### src/design/tpfr_pkg.sv
// ----------------------------------------------------------------------------
// tpfr_pkg
// Shared types and constants of the timestamp-paced frame replay block.
// ----------------------------------------------------------------------------
package tpfr_pkg;

    // Command codes carried in the input item.
    localparam logic [2:0] CMD_TICK   = 3'd0;
    localparam logic [2:0] CMD_APPEND = 3'd1;
    localparam logic [2:0] CMD_CLEAR  = 3'd2;
    localparam logic [2:0] CMD_PLAY   = 3'd3;
    localparam logic [2:0] CMD_PAUSE  = 3'd4;
    localparam logic [2:0] CMD_STOP   = 3'd5;
    localparam logic [2:0] CMD_REWIND = 3'd6;
    localparam logic [2:0] CMD_SPEED  = 3'd7;

    // Result kinds.
    localparam logic KIND_FRAME  = 1'b0;
    localparam logic KIND_STATUS = 1'b1;

    // Width of the position and frame count status fields.
    localparam int unsigned POS_W = 11;

    // Largest payload byte count kept in the store.
    localparam logic [3:0] MAX_LENGTH = 4'd8;

    typedef struct packed {
        logic [2:0]  command;
        logic [31:0] tick_delta;
        logic [63:0] in_timestamp;
        logic [28:0] in_ident;
        logic        in_extended;
        logic [3:0]  in_length;
        logic [63:0] in_payload;
    } tpfr_in_t;

    typedef struct packed {
        logic             kind;
        logic             last;
        logic [63:0]      out_timestamp;
        logic [28:0]      out_ident;
        logic             out_extended;
        logic [3:0]       out_length;
        logic [63:0]      out_payload;
        logic             is_playing;
        logic [POS_W-1:0] position;
        logic [POS_W-1:0] frame_count;
        logic [1:0]       speed_shift;
        logic             append_rejected;
    } tpfr_out_t;

    // Commands from the controller to the datapath.
    typedef struct packed {
        logic accept;       // input transfer taken this cycle
        logic add;          // advance the elapsed counter, clear the burst count
        logic rd_en;        // read the store at the current position
        logic release_frame;// load the read frame into the output register
        logic finish;       // end-of-tick handling: loop or stop at end of store
        logic send_status;  // load the closing status into the output register
    } tpfr_cmd_t;

    // Status from the datapath to the controller.
    typedef struct packed {
        logic tick_start;   // incoming item is a tick that has work to do
        logic eligible;     // the read frame is due and within the burst limit
        logic out_free;     // output register can take a result this cycle
    } tpfr_sts_t;

endpackage

### src/design/tpfr_ctrl.sv
// ----------------------------------------------------------------------------
// tpfr_ctrl
// Controller state machine: sequences item acceptance, the per-frame read
// and release loop of a tick, and the closing status.
// ----------------------------------------------------------------------------
module tpfr_ctrl
    import tpfr_pkg::*;
(
    input  logic      aclk,
    input  logic      aresetn,
    input  logic      s_valid,
    output logic      s_ready,
    input  tpfr_sts_t sts,
    output tpfr_cmd_t cmd
);

    typedef enum logic [5:0] {
        ST_IDLE   = 6'b000001,
        ST_ADD    = 6'b000010,
        ST_READ   = 6'b000100,
        ST_CHECK  = 6'b001000,
        ST_FINISH = 6'b010000,
        ST_STATUS = 6'b100000
    } state_t;

    state_t state_reg, state_next;

    always_ff @(posedge aclk) begin
        if (!aresetn) begin
            state_reg <= ST_IDLE;
        end else begin
            state_reg <= state_next;
        end
    end

    always_comb begin
        state_next = state_reg;
        cmd        = '0;
        s_ready    = 1'b0;
        unique case (state_reg)
            ST_IDLE: begin
                s_ready = 1'b1;
                if (s_valid) begin
                    cmd.accept = 1'b1;
                    state_next = sts.tick_start ? ST_ADD : ST_STATUS;
                end
            end
            ST_ADD: begin
                cmd.add    = 1'b1;
                state_next = ST_READ;
            end
            ST_READ: begin
                cmd.rd_en  = 1'b1;
                state_next = ST_CHECK;
            end
            ST_CHECK: begin
                if (!sts.eligible) begin
                    state_next = ST_FINISH;
                end else if (sts.out_free) begin
                    cmd.release_frame = 1'b1;
                    state_next        = ST_READ;
                end
            end
            ST_FINISH: begin
                cmd.finish = 1'b1;
                state_next = ST_STATUS;
            end
            ST_STATUS: begin
                if (sts.out_free) begin
                    cmd.send_status = 1'b1;
                    state_next      = ST_IDLE;
                end
            end
            default: begin
                state_next = ST_IDLE;
            end
        endcase
    end

endmodule

### config.mk
export PLATFORM = sky130hd
export DESIGN_NAME = tpfr_ctrl
export DESIGN_NICKNAME = d
export VERILOG_FILES = /design/src/design/tpfr_pkg.sv /design/src/design/tpfr_ctrl.sv
export SDC_FILE = /design/constraint.sdc
export NUM_CORES = 1
export LEC_CHECK = 0
export BUFFER_PORTS_ARGS = -buffer_cell sky130_fd_sc_hd__buf_2
export CAP_MARGIN = 20
export CORE_AREA = 10 10 47 49
export CTS_BUF_LIST = sky130_fd_sc_hd__clkbuf_8
export CTS_CLUSTER_DIAMETER = 50
export CTS_CLUSTER_SIZE = 28
export DETAILED_ROUTE_END_ITERATION = 10
export DIE_AREA = 0 0 57 59
export HOLD_SLACK_MARGIN = 0.1
export PLACE_DENSITY = 0.57
export SLEW_MARGIN = 20
export SYNTH_ARGS = -nofsm -noshare
export SYNTH_HDL_FRONTEND = slang
export SYNTH_SLANG_ARGS = --single-unit
### constraint.sdc
create_clock -name aclk -period 2.3 [get_ports aclk]
set_input_delay 0.115 -clock aclk [delete_from_list [all_inputs] [get_ports aclk]]
set_output_delay 0.115 -clock aclk [all_outputs]
set_load 0.05 [all_outputs]
==> summary.txt <==
Clock tree
  – Deepest clock path buffer count: 2
  – Post-CTS setup buffer count: 0
  – Clk slew on worst S/H paths: about 0.03 ns
  – CTS Sinks: 6
  – Clock latency on the worst-skew pair: about 0.22 ns
  – Clk root buf: clkbuf_8
  – Num CTS Buffers: 3
  – H-tree Lvls: 1
  – # resized after CTS: 0
  – CTS tree: built

STA
  – Skew final: between 0.002 and 0.0025 ns
  – Final Hold Violating Endpoints: 0
  – Total Neg Setup Slack: 0 ns
  – Slew headroom: around 80%
  – Max Freq: between 0.4 and 0.5 GHz
  – RSZ-0062 raised after global routing: no
  – Final setup violation count: 0
  – Final critical-path required period: between 2 and 2.5 ns
  – Pin slew with the least headroom to its limit: around 0.33 ns
  – Max-slew violation count: 0
  – Fin crit share: 89.8%

Layout
  – Leading cell type in the layout, fill and taps excluded: buf_2
  – Most frequent cells in the layout: 12 x buf_2, 6 x dfxtp_1, 4 x nor2_1
  – P&R area growth vs syn: 36.2%
  – Fraction of layout cells with a size suffix above 1: a little under half
  – Final-stage net count: 65
  – Diode count: 0
  – Largest register FFs: 6
  – Register area: roughly 120 um^2
  – FILL cells: roughly 150
  – Multi-input gate area: 241 um^2

Route
  – Drt wl/cell: 12.7 um
  – Detailed Route Iter0 Violations: 0
  – DRC viols: 0
  – Final ANT Viol Nets: 0
  – Drt first pass iters: 1
  – Final WL: 927 um
  – Via density: around 4.8
  – Vias post-DR: 350

Die
  – Die area: ~0.0034 mm^2
  – Die Height: around 60 um
  – IO Pins: 13
  – # rows: 14
  – Die X: roughly 57 um
  – Starting Density: a little over a quarter
  – Core area: around 0.0014 mm^2

Placed design
  – HPWL after DPL: between 700 and 800 um
  – RePlAce Congestion: between 0.7 and 0.8
  – PortBufs: 12

Global routing
  – Number of global-route vias before repair: around 360
  – GRT overflow: 0
  – First-pass GRT wire length: between 1500 and 2000 um
  – Largest net degree at the start of global routing: 6
  – Initial antenna violation count: 0
  – Total global-route track usage: approximately 5.8%

Power and ir drop
  – Leak: ~0.00022 uW
  – Pwr dens: between 700 and 800 mW/mm^2
  – Max IR drop VDD: between 0.3 and 0.4 mV
  – Final Power: ~400 uW

Critical path
  – CP Cell Sequence: or4_4 > or3b_4 > clkinv_4 > and2_2 > buf_2
  – Top delay family on crit path: simple AND/OR/NAND/NOR gates
  – Max Fanout on Critical Path: 5
  – Data required time at the worst endpoint: about 2.2 ns
  – Slowest CP cell: or4_4
  – Bufs and invs on worst path: 2
  – CP Launch Type: register
  – CP max stage delay: 0.54 ns
  – CP Capture Type: primary output
  – CP Class: register to primary output
  – Crit path DAT: 1.95 ns

Synth
  – Synth Area per Inst: between 9 and 10 um^2
  – Number of synthesized register bits: 6
  – Synth Cell Area: 377 um^2
  – Unique masters post-synth: 28
  – Yosys warns: 0
  – Cell count after synthesis: a little over 40
  – Syn nets: 47
  – Register area share after synthesis: a little under a third

Hold path
  – Hold Path Class: primary input to register

Run
  – Total of max-cap violations: 0

Outcome
  – Status: finished clean
==> power by group <==
group          switching, uW  internal (uW)
registers               8.72            112
clock network           42.1            112
logic                   74.9           49.7
total                    126            274
==> Yosys cell counts <==
cell,n,area share (%)
a21oi_1,1,1.3
and2_2,1,2.0
and3b_1,1,2.3
clkinv_4,1,2.3
dfxtp_1,6,32
inv_1,3,3.0
nand2_1,1,1.0
nand3_1,1,1.3
nand3b_1,1,2.0
nor2_1,4,4.0
nor2b_1,1,1.7
nor3_2,1,2.7
nor3b_1,2,4.0
nor4_1,2,3.3
o21a_1,1,2.0
o21ai_0,1,1.3
o221a_2,1,3.0
o22ai_1,1,1.7
o2bb2ai_2,1,4.0
o31ai_1,1,2.0
o41ai_1,1,2.3
or2b_1,1,2.0
or2b_2,1,2.3
or3_4,1,3.0
or3b_4,1,3.0
or4_2,1,2.3
or4_4,2,6.0
xnor2_1,1,2.3
==> cells by family (layout without fill, tap and decap cells) <==
family,count (synthesis),count (layout),share of synthesized area [%]
AO/OA/AOI/OAI,8,8,17.6
XOR/XNOR,1,1,2.33
buffers and inverters,4,20,5.32
flip-flops,6,6,31.9
AND/OR/NAND/NOR,22,22,42.9
==> routing by layer <==
metal  wire length (um)  GRT usage, %  up-vias
li1                   -             -      186
met1                477          6.97      150
met2                375          7.29       12
met3                 51          1.72        2
met4                 23          7.05        0
met5                  0             0        -
==> tightest hold or removal path, delay by kind of cell <==
kind	cells	cell delay [ns]
buffers and inverters	1	0.10
AND/OR/NAND/NOR	2	0.10
==> area by class of cell <==
cell class | count | share of cell area, %
multi-input combinational | 31 | 47.1
clock buffer | 3 | 8.05
inverter | 4 | 3.90
timing repair buffer | 13 | 13.7
sequential | 6 | 23.4
tap | 16 | 3.90
==> per-stage QoR <==
step	hold slack [ns]	instances	setup WS, ns	instance area [um^2]	utilization, %
2_1_floorplan	0.192	41	0.262	382	-
3_3_place_gp	0.300	69	0.468	462	32.9
3_5_place_dp	0.296	69	0.456	462	32.9
4_1_cts	0.145	73	0.219	513	36.6
5_1_grt	0.159	73	0.184	513	36.6
6_report	0.145	73	0.235	513	36.6
==> worst paths after layout <==
check | slack [ns] | end | cells after the start | start
hold reg to reg | 0.60 | state_reg[4] | 2 | state_reg[2]
setup / recovery | 0.23 | cmd[5] | 5 | state_reg[2]
hold / removal | 0.14 | state_reg[1] | 3 | sts[2]
setup reg to reg | 0.50 | state_reg[2] | 4 | state_reg[2]
==> what timing repair did <==
item,4_1_cts,5_1_grt
setup endpoints to repair,0,0
endpoints found under the hold margin,1,0
hold buffers,1,0
Power figures use the tool's default switching activity.
